## src/nffm_pkg.sv

```systemverilog
// Shared types and constants for the navigation fault failsafe monitor.
// Holds register indices, event and action codes, reset values and the
// structs passed between the pipeline stages. No dependencies.
package nffm_pkg;

  // Configuration port geometry
  localparam int CFG_IDX_W  = 8;
  localparam int CFG_DATA_W = 20;

  // Register indices
  localparam logic [CFG_IDX_W-1:0] REG_VARIANCE_THRESHOLD = 8'd0;
  localparam logic [CFG_IDX_W-1:0] REG_FAILSAFE_ACTION    = 8'd1;
  localparam logic [CFG_IDX_W-1:0] REG_FAIL_TICKS_LIMIT   = 8'd2;
  localparam logic [CFG_IDX_W-1:0] REG_WARN_INTERVAL_MS   = 8'd3;

  // Register reset values
  localparam logic [15:0] THRESHOLD_RST = 16'd205;
  localparam logic [1:0]  ACTION_RST    = 2'd2;
  localparam logic [7:0]  LIMIT_RST     = 8'd10;
  localparam logic [19:0] INTERVAL_RST  = 20'd30000;

  // Failsafe action codes (anything above report means hold)
  localparam logic [1:0] ACT_NONE   = 2'd0;
  localparam logic [1:0] ACT_REPORT = 2'd1;

  // Variance event codes
  localparam logic [1:0] VAR_EV_NONE    = 2'd0;
  localparam logic [1:0] VAR_EV_BAD     = 2'd1;
  localparam logic [1:0] VAR_EV_CLEARED = 2'd2;

  // Failsafe event codes
  localparam logic [1:0] FS_EV_NONE     = 2'd0;
  localparam logic [1:0] FS_EV_RAISED   = 2'd1;
  localparam logic [1:0] FS_EV_RESOLVED = 2'd2;

  // Filter flag bits
  localparam int FF_ABS_OK    = 0;
  localparam int FF_REL_OK    = 1;
  localparam int FF_CONST_POS = 2;

  // Bad tick counter ceiling
  localparam logic [7:0] COUNT_MAX = 8'hFF;

  // Configuration register set
  typedef struct packed {
    logic [15:0] variance_threshold;
    logic [1:0]  failsafe_action;
    logic [7:0]  fail_ticks_limit;
    logic [19:0] warn_interval_ms;
  } cfg_t;

  // Per-tick control bundle handed to the state stage
  typedef struct packed {
    logic        origin_set;
    logic        armed;
    logic        thr_zero;
    logic        over;
    logic        mode_needs_position;
    logic [31:0] now_ms;
  } tick_ctl_t;

  // One result item
  typedef struct packed {
    logic       nav_bad;
    logic       failsafe_on;
    logic [1:0] variance_event;
    logic [1:0] failsafe_event;
    logic       hold_request;
    logic       variance_warning;
    logic       failsafe_text;
  } result_t;

endpackage

```

## src/navigation_fault_failsafe_monitor_core.sv

```systemverilog
// Navigation fault failsafe monitor, top level: configuration registers,
// stream handshake and the three-stage pipeline. Uses nffm_pkg, nffm_square,
// nffm_vote and nffm_state.
//
// One tick request is accepted every clock cycle while m_tready keeps the
// result side draining, and each produces exactly one result (the input
// register takes the request, then the squaring register, then the result
// register). The squaring stage squares the three compass variances, and
// the state update completes as each tick enters the result register, so
// back-to-back ticks see each other's effect. Each stage has its own ready,
// so a stalled result register still lets earlier stages fill. Configuration
// writes are always accepted and take effect for ticks accepted at the write
// edge or later; write only while no tick is in flight.
module navigation_fault_failsafe_monitor_core #(
  parameter int VAR_WIDTH = 16
) (
  input  logic                          clk,
  input  logic                          rst,
  // Configuration write channel
  input  logic                          cfg_valid,
  output logic                          cfg_ready,
  input  logic [nffm_pkg::CFG_IDX_W-1:0]  cfg_index,
  input  logic [nffm_pkg::CFG_DATA_W-1:0] cfg_data,
  // Tick requests
  input  logic                          s_tvalid,
  output logic                          s_tready,
  // s_tdata, lowest bit up: origin_set, armed, mag_var_x, mag_var_y, mag_var_z,
  // vel_var, pos_var, flow_healthy, inertial_nav, filter_flags[2:0],
  // mode_needs_position, now_ms[31:0], zero fill
  input  logic [((40+5*VAR_WIDTH+7)/8)*8-1:0] s_tdata,
  // Results
  output logic                          m_tvalid,
  input  logic                          m_tready,
  // m_tdata, lowest bit up: nav_bad, failsafe_on, variance_event[1:0],
  // failsafe_event[1:0], hold_request, variance_warning, failsafe_text, zero fill
  output logic [15:0]                   m_tdata
);

  localparam int VW      = VAR_WIDTH;
  localparam int IN_BITS = 40 + 5 * VW;
  localparam int THR_W   = (VW < 16) ? VW : 16;
  localparam int O_MX    = 2;
  localparam int O_MY    = 2 + VW;
  localparam int O_MZ    = 2 + 2 * VW;
  localparam int O_VEL   = 2 + 3 * VW;
  localparam int O_POS   = 2 + 4 * VW;
  localparam int O_FLOW  = 2 + 5 * VW;
  localparam int O_INAV  = 3 + 5 * VW;
  localparam int O_FF    = 4 + 5 * VW;
  localparam int O_MNP   = 7 + 5 * VW;
  localparam int O_NOW   = 8 + 5 * VW;

  nffm_pkg::cfg_t cfg;

  // Configuration registers
  assign cfg_ready = 1'b1;

  always_ff @(posedge clk) begin
    if (rst) begin
      cfg.variance_threshold <= nffm_pkg::THRESHOLD_RST;
      cfg.failsafe_action    <= nffm_pkg::ACTION_RST;
      cfg.fail_ticks_limit   <= nffm_pkg::LIMIT_RST;
      cfg.warn_interval_ms   <= nffm_pkg::INTERVAL_RST;
    end else if (cfg_valid) begin
      unique case (cfg_index)
        nffm_pkg::REG_VARIANCE_THRESHOLD: cfg.variance_threshold <= cfg_data[15:0];
        nffm_pkg::REG_FAILSAFE_ACTION:    cfg.failsafe_action    <= cfg_data[1:0];
        nffm_pkg::REG_FAIL_TICKS_LIMIT:   cfg.fail_ticks_limit   <= cfg_data[7:0];
        nffm_pkg::REG_WARN_INTERVAL_MS:   cfg.warn_interval_ms   <= cfg_data[19:0];
        default: ;
      endcase
    end
  end

  logic [VW-1:0] threshold;
  assign threshold = VW'(cfg.variance_threshold[THR_W-1:0]);

  // Stage handshake: each stage loads when it is empty or draining
  logic in_valid;
  logic st_valid;
  logic out_valid;
  logic ready_out;
  logic ready_st;
  logic ready_in;
  logic st_load;
  logic state_en;

  assign ready_out = !out_valid || m_tready;
  assign ready_st  = !st_valid || ready_out;
  assign ready_in  = !in_valid || ready_st;
  assign s_tready  = ready_in;
  assign st_load   = in_valid && ready_st;
  assign state_en  = st_valid && ready_out;

  always_ff @(posedge clk) begin
    if (rst) begin
      in_valid  <= 1'b0;
      st_valid  <= 1'b0;
      out_valid <= 1'b0;
    end else begin
      if (ready_in) begin
        in_valid <= s_tvalid;
      end
      if (ready_st) begin
        st_valid <= in_valid;
      end
      if (ready_out) begin
        out_valid <= st_valid;
      end
    end
  end

  // Input register
  logic [IN_BITS-1:0] in_data;

  always_ff @(posedge clk) begin
    if (ready_in && s_tvalid) begin
      in_data <= s_tdata[IN_BITS-1:0];
    end
  end

  // Squaring stage plus the fields that ride alongside
  logic [2*VW-1:0] sq_x;
  logic [2*VW-1:0] sq_y;
  logic [2*VW-1:0] sq_z;
  logic [2*VW-1:0] t_sq;
  logic [VW-1:0]   st_vel;
  logic [VW-1:0]   st_pos;
  logic            st_flow;
  logic            st_inav;
  logic [2:0]      st_ff;
  logic            st_origin;
  logic            st_armed;
  logic            st_mnp;
  logic [31:0]     st_now;

  nffm_square #(.VAR_WIDTH(VW)) u_square (
    .clk       (clk),
    .en        (st_load),
    .mag_var_x (in_data[O_MX +: VW]),
    .mag_var_y (in_data[O_MY +: VW]),
    .mag_var_z (in_data[O_MZ +: VW]),
    .threshold (threshold),
    .sq_x      (sq_x),
    .sq_y      (sq_y),
    .sq_z      (sq_z),
    .t_sq      (t_sq)
  );

  always_ff @(posedge clk) begin
    if (st_load) begin
      st_origin <= in_data[0];
      st_armed  <= in_data[1];
      st_vel    <= in_data[O_VEL +: VW];
      st_pos    <= in_data[O_POS +: VW];
      st_flow   <= in_data[O_FLOW];
      st_inav   <= in_data[O_INAV];
      st_ff     <= in_data[O_FF +: 3];
      st_mnp    <= in_data[O_MNP];
      st_now    <= in_data[O_NOW +: 32];
    end
  end

  // Vote and state update
  logic                over;
  nffm_pkg::tick_ctl_t ctl;
  nffm_pkg::result_t   res;

  nffm_vote #(.VAR_WIDTH(VW)) u_vote (
    .sq_x         (sq_x),
    .sq_y         (sq_y),
    .sq_z         (sq_z),
    .t_sq         (t_sq),
    .threshold    (threshold),
    .vel_var      (st_vel),
    .pos_var      (st_pos),
    .flow_healthy (st_flow),
    .inertial_nav (st_inav),
    .filter_flags (st_ff),
    .over         (over)
  );

  always_comb begin
    ctl.origin_set          = st_origin;
    ctl.armed               = st_armed;
    ctl.thr_zero            = (threshold == '0);
    ctl.over                = over;
    ctl.mode_needs_position = st_mnp;
    ctl.now_ms              = st_now;
  end

  nffm_state u_state (
    .clk (clk),
    .rst (rst),
    .en  (state_en),
    .ctl (ctl),
    .cfg (cfg),
    .res (res)
  );

  // Result channel
  assign m_tvalid = out_valid;
  assign m_tdata  = {7'b0, res.failsafe_text, res.variance_warning, res.hold_request,
                     res.failsafe_event, res.variance_event, res.failsafe_on, res.nav_bad};

endmodule

```

## src/nffm_square.sv

```systemverilog
// Squaring stage: registers the three compass variance squares and the
// squared threshold. Depends on nothing but its ports.
module nffm_square #(
  parameter int VAR_WIDTH = 16
) (
  input  logic                   clk,
  input  logic                   en,
  input  logic [VAR_WIDTH-1:0]   mag_var_x,
  input  logic [VAR_WIDTH-1:0]   mag_var_y,
  input  logic [VAR_WIDTH-1:0]   mag_var_z,
  input  logic [VAR_WIDTH-1:0]   threshold,
  output logic [2*VAR_WIDTH-1:0] sq_x,
  output logic [2*VAR_WIDTH-1:0] sq_y,
  output logic [2*VAR_WIDTH-1:0] sq_z,
  output logic [2*VAR_WIDTH-1:0] t_sq
);

  localparam int SQ_W = 2 * VAR_WIDTH;

  // Square the components as the request moves into this stage
  always_ff @(posedge clk) begin
    if (en) begin
      sq_x <= SQ_W'(mag_var_x) * SQ_W'(mag_var_x);
      sq_y <= SQ_W'(mag_var_y) * SQ_W'(mag_var_y);
      sq_z <= SQ_W'(mag_var_z) * SQ_W'(mag_var_z);
    end
  end

  // Squared threshold; users change it only while idle (not enforced)
  always_ff @(posedge clk) begin
    t_sq <= SQ_W'(threshold) * SQ_W'(threshold);
  end

endmodule

```

## src/nffm_vote.sv

```systemverilog
// Variance vote logic: decides whether one tick is over threshold from the
// registered squares and the raw variances. Uses nffm_pkg flag positions.
module nffm_vote #(
  parameter int VAR_WIDTH = 16
) (
  input  logic [2*VAR_WIDTH-1:0] sq_x,
  input  logic [2*VAR_WIDTH-1:0] sq_y,
  input  logic [2*VAR_WIDTH-1:0] sq_z,
  input  logic [2*VAR_WIDTH-1:0] t_sq,
  input  logic [VAR_WIDTH-1:0]   threshold,
  input  logic [VAR_WIDTH-1:0]   vel_var,
  input  logic [VAR_WIDTH-1:0]   pos_var,
  input  logic                   flow_healthy,
  input  logic                   inertial_nav,
  input  logic [2:0]             filter_flags,
  output logic                   over
);

  localparam int SUM_W = 2 * VAR_WIDTH + 2;

  logic [SUM_W-1:0]   mag_sum;
  logic [VAR_WIDTH:0] t_twice;
  logic               mag_ge;
  logic               vel_ge;
  logic               pos_ge;
  logic               vel_ge_twice;
  logic [2:0]         votes;
  logic               pos_ok;

  // Sum of squares is exact here, so no saturation is needed
  assign mag_sum = SUM_W'(sq_x) + SUM_W'(sq_y) + SUM_W'(sq_z);
  assign mag_ge  = mag_sum >= SUM_W'(t_sq);

  assign t_twice      = {threshold, 1'b0};
  assign vel_ge       = vel_var >= threshold;
  assign pos_ge       = pos_var >= threshold;
  assign vel_ge_twice = {1'b0, vel_var} >= t_twice;

  // Velocity votes twice; second counts two if flow unhealthy, vel >= 2t
  always_comb begin
    votes = 3'(mag_ge) + 3'(vel_ge) + 3'(pos_ge);
    if (!flow_healthy && vel_ge_twice) begin
      votes = votes + 3'd2;
    end else begin
      votes = votes + 3'(vel_ge);
    end
  end

  assign pos_ok = inertial_nav
               && (filter_flags[nffm_pkg::FF_ABS_OK] || filter_flags[nffm_pkg::FF_REL_OK])
               && !filter_flags[nffm_pkg::FF_CONST_POS];

  assign over = (threshold != '0) && ((votes >= 3'd2) || !pos_ok);

endmodule

```

## src/nffm_state.sv

```systemverilog
// Failsafe state stage: bad tick counter, variance flag with hysteresis,
// failsafe flag, warning throttle and the result register. Uses nffm_pkg.
module nffm_state (
  input  logic                clk,
  input  logic                rst,
  input  logic                en,
  input  nffm_pkg::tick_ctl_t ctl,
  input  nffm_pkg::cfg_t      cfg,
  output nffm_pkg::result_t   res
);

  logic [7:0]  bad_tick_count;
  logic        variance_bad;
  logic        failsafe_active;
  logic [31:0] last_warning_ms;

  logic [7:0]  bad_tick_count_next;
  logic        variance_bad_next;
  logic        failsafe_active_next;
  logic [31:0] last_warning_ms_next;
  nffm_pkg::result_t res_next;

  logic [7:0]  limit;
  logic [7:0]  count_up;
  logic [7:0]  count_down;
  logic [31:0] since_warning;

  assign limit         = (cfg.fail_ticks_limit == '0) ? 8'd1 : cfg.fail_ticks_limit;
  assign count_up      = (bad_tick_count == nffm_pkg::COUNT_MAX) ? bad_tick_count
                                                                 : bad_tick_count + 8'd1;
  assign count_down    = bad_tick_count - 8'd1;
  assign since_warning = ctl.now_ms - last_warning_ms;

  // Work out the next state and the result for this tick
  always_comb begin
    bad_tick_count_next  = bad_tick_count;
    variance_bad_next    = variance_bad;
    failsafe_active_next = failsafe_active;
    last_warning_ms_next = last_warning_ms;
    res_next             = '0;

    if (ctl.origin_set) begin
      if (!ctl.armed || ctl.thr_zero) begin
        // Disarmed or checking off: drop everything
        bad_tick_count_next = '0;
        variance_bad_next   = 1'b0;
        if (failsafe_active) begin
          failsafe_active_next   = 1'b0;
          res_next.failsafe_event = nffm_pkg::FS_EV_RESOLVED;
          res_next.failsafe_text  = 1'b1;
        end
      end else if (ctl.over) begin
        if (!variance_bad) begin
          bad_tick_count_next = count_up;
          if (count_up >= limit) begin
            bad_tick_count_next     = limit;
            variance_bad_next       = 1'b1;
            res_next.variance_event = nffm_pkg::VAR_EV_BAD;
            if (since_warning > 32'(cfg.warn_interval_ms)) begin
              res_next.variance_warning = 1'b1;
              last_warning_ms_next      = ctl.now_ms;
            end
            if (!failsafe_active) begin
              failsafe_active_next    = 1'b1;
              res_next.failsafe_event = nffm_pkg::FS_EV_RAISED;
              if (ctl.mode_needs_position && cfg.failsafe_action != nffm_pkg::ACT_NONE) begin
                res_next.hold_request  = (cfg.failsafe_action != nffm_pkg::ACT_REPORT);
                res_next.failsafe_text = 1'b1;
              end
            end
          end
        end
      end else if (bad_tick_count != '0) begin
        // Decay the count; clear the flag once it reaches zero
        bad_tick_count_next = count_down;
        if (variance_bad && count_down == '0) begin
          variance_bad_next       = 1'b0;
          res_next.variance_event = nffm_pkg::VAR_EV_CLEARED;
          if (failsafe_active) begin
            failsafe_active_next    = 1'b0;
            res_next.failsafe_event = nffm_pkg::FS_EV_RESOLVED;
            res_next.failsafe_text  = 1'b1;
          end
        end
      end
    end

    res_next.nav_bad     = variance_bad_next;
    res_next.failsafe_on = failsafe_active_next;
  end

  // Hold the monitor state
  always_ff @(posedge clk) begin
    if (rst) begin
      bad_tick_count  <= '0;
      variance_bad    <= 1'b0;
      failsafe_active <= 1'b0;
      last_warning_ms <= '0;
    end else if (en) begin
      bad_tick_count  <= bad_tick_count_next;
      variance_bad    <= variance_bad_next;
      failsafe_active <= failsafe_active_next;
      last_warning_ms <= last_warning_ms_next;
    end
  end

  // Result register
  always_ff @(posedge clk) begin
    if (en) begin
      res <= res_next;
    end
  end

  // A bad variance flag always comes with an active failsafe
  a_bad_implies_failsafe: assert property (@(posedge clk) disable iff (rst)
    variance_bad |-> failsafe_active)
    else $error("variance flag set without failsafe");

  // The flag never stands with an empty counter
  a_bad_has_count: assert property (@(posedge clk) disable iff (rst)
    variance_bad |-> (bad_tick_count != '0))
    else $error("variance flag set with zero bad tick count");

  // Hold is only requested on the tick that raises the failsafe
  a_hold_on_raise: assert property (@(posedge clk) disable iff (rst)
    (en && res_next.hold_request) |-> (res_next.failsafe_event == nffm_pkg::FS_EV_RAISED))
    else $error("hold requested without a failsafe raise");

  // State moves only with a tick
  a_count_holds: assert property (@(posedge clk) disable iff (rst)
    !en |=> $stable(bad_tick_count) && $stable(last_warning_ms))
    else $error("state changed without a tick");

endmodule

```

## config.mk

```make
export PLATFORM = sky130hd
export DESIGN_NAME = navigation_fault_failsafe_monitor_core
export DESIGN_NICKNAME = d
export VERILOG_FILES = /design/src/nffm_pkg.sv /design/src/navigation_fault_failsafe_monitor_core.sv /design/src/nffm_square.sv /design/src/nffm_vote.sv /design/src/nffm_state.sv
export SDC_FILE = /design/constraint.sdc
export NUM_CORES = 2
export LEC_CHECK = 0
export ABC_AREA = 1
export ABC_CLOCK_PERIOD_IN_PS = 7300
export BUFFER_PORTS_ARGS = -buffer_cell sky130_fd_sc_hd__buf_2
export CORE_UTILIZATION = 59
export DETAILED_ROUTE_END_ITERATION = 10
export PLACE_DENSITY = 0.77
export SETUP_SLACK_MARGIN = 0.05
export SKIP_LAST_GASP = 1
export SLEW_MARGIN = 40
export SYNTH_ARGS = -nofsm -noshare
export SYNTH_HDL_FRONTEND = slang
export SYNTH_SLANG_ARGS = --single-unit
```

## constraint.sdc

```tcl
create_clock -name clk -period 7.3 [get_ports clk]
set_clock_uncertainty 0.05 [all_clocks]
set_input_delay 1.46 -clock clk [delete_from_list [all_inputs] [get_ports clk]]
set_output_delay 1.46 -clock clk [all_outputs]
set_load 0.05 [all_outputs]
```

==> summary.txt <==
Layout
  • Cell area after layout: about 0.056 mm2
  • Final #Nets: 7602
  • Multi-input logic area: roughly 0.034 mm2
  • Fillers: 7133
  • Area grow syn2layout: 8.58%
  • Final Util: 65.0%
  • Register area: 0.0113 mm2
  • Layout cell share with drive strength beyond 1: 7.18%

Yosys
  • Adder-Cell Fraction of Synth Area: between 40% and 50%
  • Synth Area in Compound Gates: between 7 and 8%
  • Number of synthesis warnings: 0
  • Dominant synthesized flop cell: edfxtp_1
  • Yosys reg bits: 416
  • Cell area after synthesis: 0.0513 mm2
  • Synth Area in XOR/XNOR: about 3.9%
  • Sequential area share after synthesis: 22.0%
  • Mean post-synth cell area: 8.52 um2
  • Synth cell types: 55
  • Fraction of registers with async set/reset: 0%
  • Mux share of post-synthesis cell area: 0%
  • Cell count after synthesis: 6015
  • Combinational family with the most area after synthesis: adder cells
  • Post-Synth Simple-Gate Area: 13.5%
  • EDFF count, synth: roughly 290

Drt
  • Vias per std cell: 5.24
  • DRT Pass-1 Iters: 5
  • WL per Instance: 15.9 um
  • DRC violations left: 0
  • WL final: between 100 and 150 mm
  • First DRT Iteration DRCs: 2146
  • Routed Antenna Nets: 0
  • DR vias: roughly 39000

Floorplanning
  • Ports: between 150 and 200
  • Rows: 107
  • Initial Utilization: 59.8%
  • Die height: 297 um
  • Area of the die: 0.0881 mm2
  • Die width: 297 um
  • Core box area: 0.0857 mm2

CTS
  • CTS tree: yes
  • CTS clk-pin slew, worst paths: 60 ps
  • Post-CTS Hold Buffers: 0
  • Clk Latency, worst-skew pair: about 640 ps
  • H-tree levels: 2
  • Total CTS buffers: 47
  • Clk root buf: clkbuf_16
  • Clock Sinks: 416
  • Clock tree buffer depth: 3

STA
  • Final WS setup: 331 ps
  • Slew @ Worst Pin: 816 ps
  • RSZ-0062 raised after global routing: true
  • Fmax: 0.144 GHz
  • Hold Slack: approximately 360 ps
  • Final hold violation count: 0
  • Fin crit period: 6970 ps
  • Setup violations, final: 0
  • Final Slew Violations: 0
  • Rel. slew slack: 45.6%
  • Tcrit/Tclk final: 95.5%

Worst setup path
  • Crit path from: u_square.sq_y[3]
  • RR Endpoint: u_state.last_warning_ms[4]
  • Worst r2r src: u_square.sq_y[3]
  • FF-to-FF path depth: between 40 and 50
  • R2r setup slk: around 330 ps
  • Setup crit end: u_state.last_warning_ms[4]
  • Setup crit end kind: flop
  • Crit path max-delay cell type: edfxtp_1
  • CP max stage delay: 420 ps
  • CP arrival: roughly 7500 ps
  • Top cell by count, worst path: nand2_1
  • WP data required: 7800 ps
  • Type of origin of the critical path: flop
  • WS Path Type: flop to flop
  • Critical Path Fanout Max: 10

Place
  • Hpwl dp: 96.1 mm
  • Setup Slack @ Placement: -146 ps
  • Buffers on Ports: 163
  • Placed inst area: about 0.054 mm2
  • Final RePlAce weighted congestion: about 0.91

Global route
  • Initial antenna violation count: 3
  • First-pass GRT wire length: 197 mm
  • Gr ovfl total: 0
  • Pin count of the biggest net entering global routing: between 100 and 150
  • Vias in the first global route: 40700
  • Tot GR Track Use: 27.4%

Job
  • Max-cap violation count: 0

Run status
  • Status: finished clean

Worst hold path
  • Tightest Hold Check Type: flop to flop
-- flip-flops by register name, indices dropped and copies added (netlist names), 30 cells and up --
register                 flops
in_data                    120
st_now                      32
u_state.last_warning_ms     32
u_square.sq_x               31
u_square.sq_y               31
u_square.sq_z               31
u_square.t_sq               31
cfg                         30
-- cell usage in the layout (no fill, tap or decap), drive strengths merged, types with 9 or more instances in the layout --
cell type / Yosys / final
ha: 600 / 600
a21oi: 355 / 355
nor3: 40 / 40
nor2: 269 / 269
or2: 9 / 9
a21o: 22 / 22
xnor2: 72 / 72
fa: 660 / 660
a211oi: 9 / 9
o21bai: 22 / 22
a31oi: 26 / 26
nand4: 43 / 43
nand3: 153 / 153
inv: 1589 / 1593
o211ai: 25 / 25
edfxtp: 294 / 294
nand2: 1139 / 1139
o21ai: 172 / 172
dfxtp: 122 / 122
clkinv: 1 / 17
xor2: 156 / 156
clkbuf: 126 / 63
o21a: 12 / 12
buf: 32 / 275
nor4: 19 / 19
-- cell type report --
class | count | area share (%)
sequential | 416 | 20.2
multi-input combinational | 3857 | 60.5
timing repair buffer | 277 | 3.19
inverter | 1590 | 10.7
clock buffer | 61 | 2.32
antenna | 3 | 0.0135
tap | 1144 | 2.57
clock inverter | 27 | 0.431
-- synthesized netlist by cell type, types with 4 or more instances --
master | n | area [um2]
nor4_1 | 19 | 119
xnor2_1 | 72 | 631
inv_2 | 7 | 26.3
o21a_1 | 12 | 90.1
nor3_1 | 37 | 185
dfxtp_1 | 122 | 2440
fa_1 | 660 | 13200
o211ai_1 | 25 | 188
or2_2 | 8 | 50.1
nand2_1 | 1132 | 4250
nand3_1 | 150 | 751
clkbuf_1 | 123 | 462
nor2_1 | 262 | 983
a21o_1 | 22 | 165
o21ai_0 | 168 | 841
nand2_2 | 6 | 37.5
o21ai_1 | 4 | 20.0
buf_2 | 17 | 85.1
a21boi_0 | 7 | 52.6
xor2_1 | 156 | 1370
a211oi_1 | 9 | 67.6
inv_1 | 1582 | 5940
ha_1 | 600 | 7510
buf_4 | 10 | 75.1
a21oi_1 | 355 | 1780
a31oi_1 | 26 | 163
edfxtp_1 | 294 | 8830
o2111ai_1 | 8 | 70.1
o21bai_1 | 22 | 165
nand4_1 | 43 | 269
nand3b_1 | 8 | 60.1
nor2_2 | 4 | 25.0
-- per-stage QoR --
| step | setup TNS (ps) | cells |
|---|---|---|
| after detailed placement | -3380 | 7265 |
| after global routing | -3450 | 7372 |
| after global placement | -553 | 7265 |
| after floorplan | 0 | 6021 |
| after CTS | 0 | 7355 |
| final | 0 | 7375 |
-- layer usage --
layer	GRT usage [%]	up-vias	routed length, um
li1	-	18800	-
met1	35.0	18600	49100
met2	48.0	1016	58200
met3	2.92	226	5730
met4	10.1	2	4180
met5	0	-	13
-- cells by family after synthesis --
logic type | Yosys count
buffers and inverters | 1748
AND/OR/NAND/NOR | 1688
adder cells (fa/ha/maj) | 1260
AO/OA/AOI/OAI | 673
flip-flops | 416
XOR/XNOR | 228
other | 2
-- worst min path at each step --
stage / start / end / slack (ps) / depth (start not counted)
3_3_place_gp: in_data[95] / st_now[7] / 350 / 0
5_1_grt: in_data[84] / st_ff[0] / 370 / 0
6_report: in_data[100] / st_now[12] / 360 / 0
3_5_place_dp: in_data[80] / st_pos[14] / 350 / 0
4_1_cts: in_data[84] / st_ff[0] / 370 / 0
2_1_floorplan: threshold[0] / u_square.t_sq[0] / 340 / 0
-- worst max-delay path: cells and delay by family, from the launching register on --
kind | cells | cell delay (ps)
and+or+nand+nor | 19 | 1810
AOI/OAI and AO/OA | 10 | 1690
DFF | 1 | 420
adders and majority gates | 5 | 1670
xor gates and xnor gates | 2 | 390
buffers and inverters | 8 | 840
-- what timing repair did --
action,4_1_cts,5_1_grt
pin swaps,2,39
setup buffers,2,13
gates cloned,0,5
endpoints found under the setup margin,51,51
gates resized for setup,9,75
Power is not shown: default switching activity piles up to over one toggle a cycle in this logic, so the estimate is an artifact.
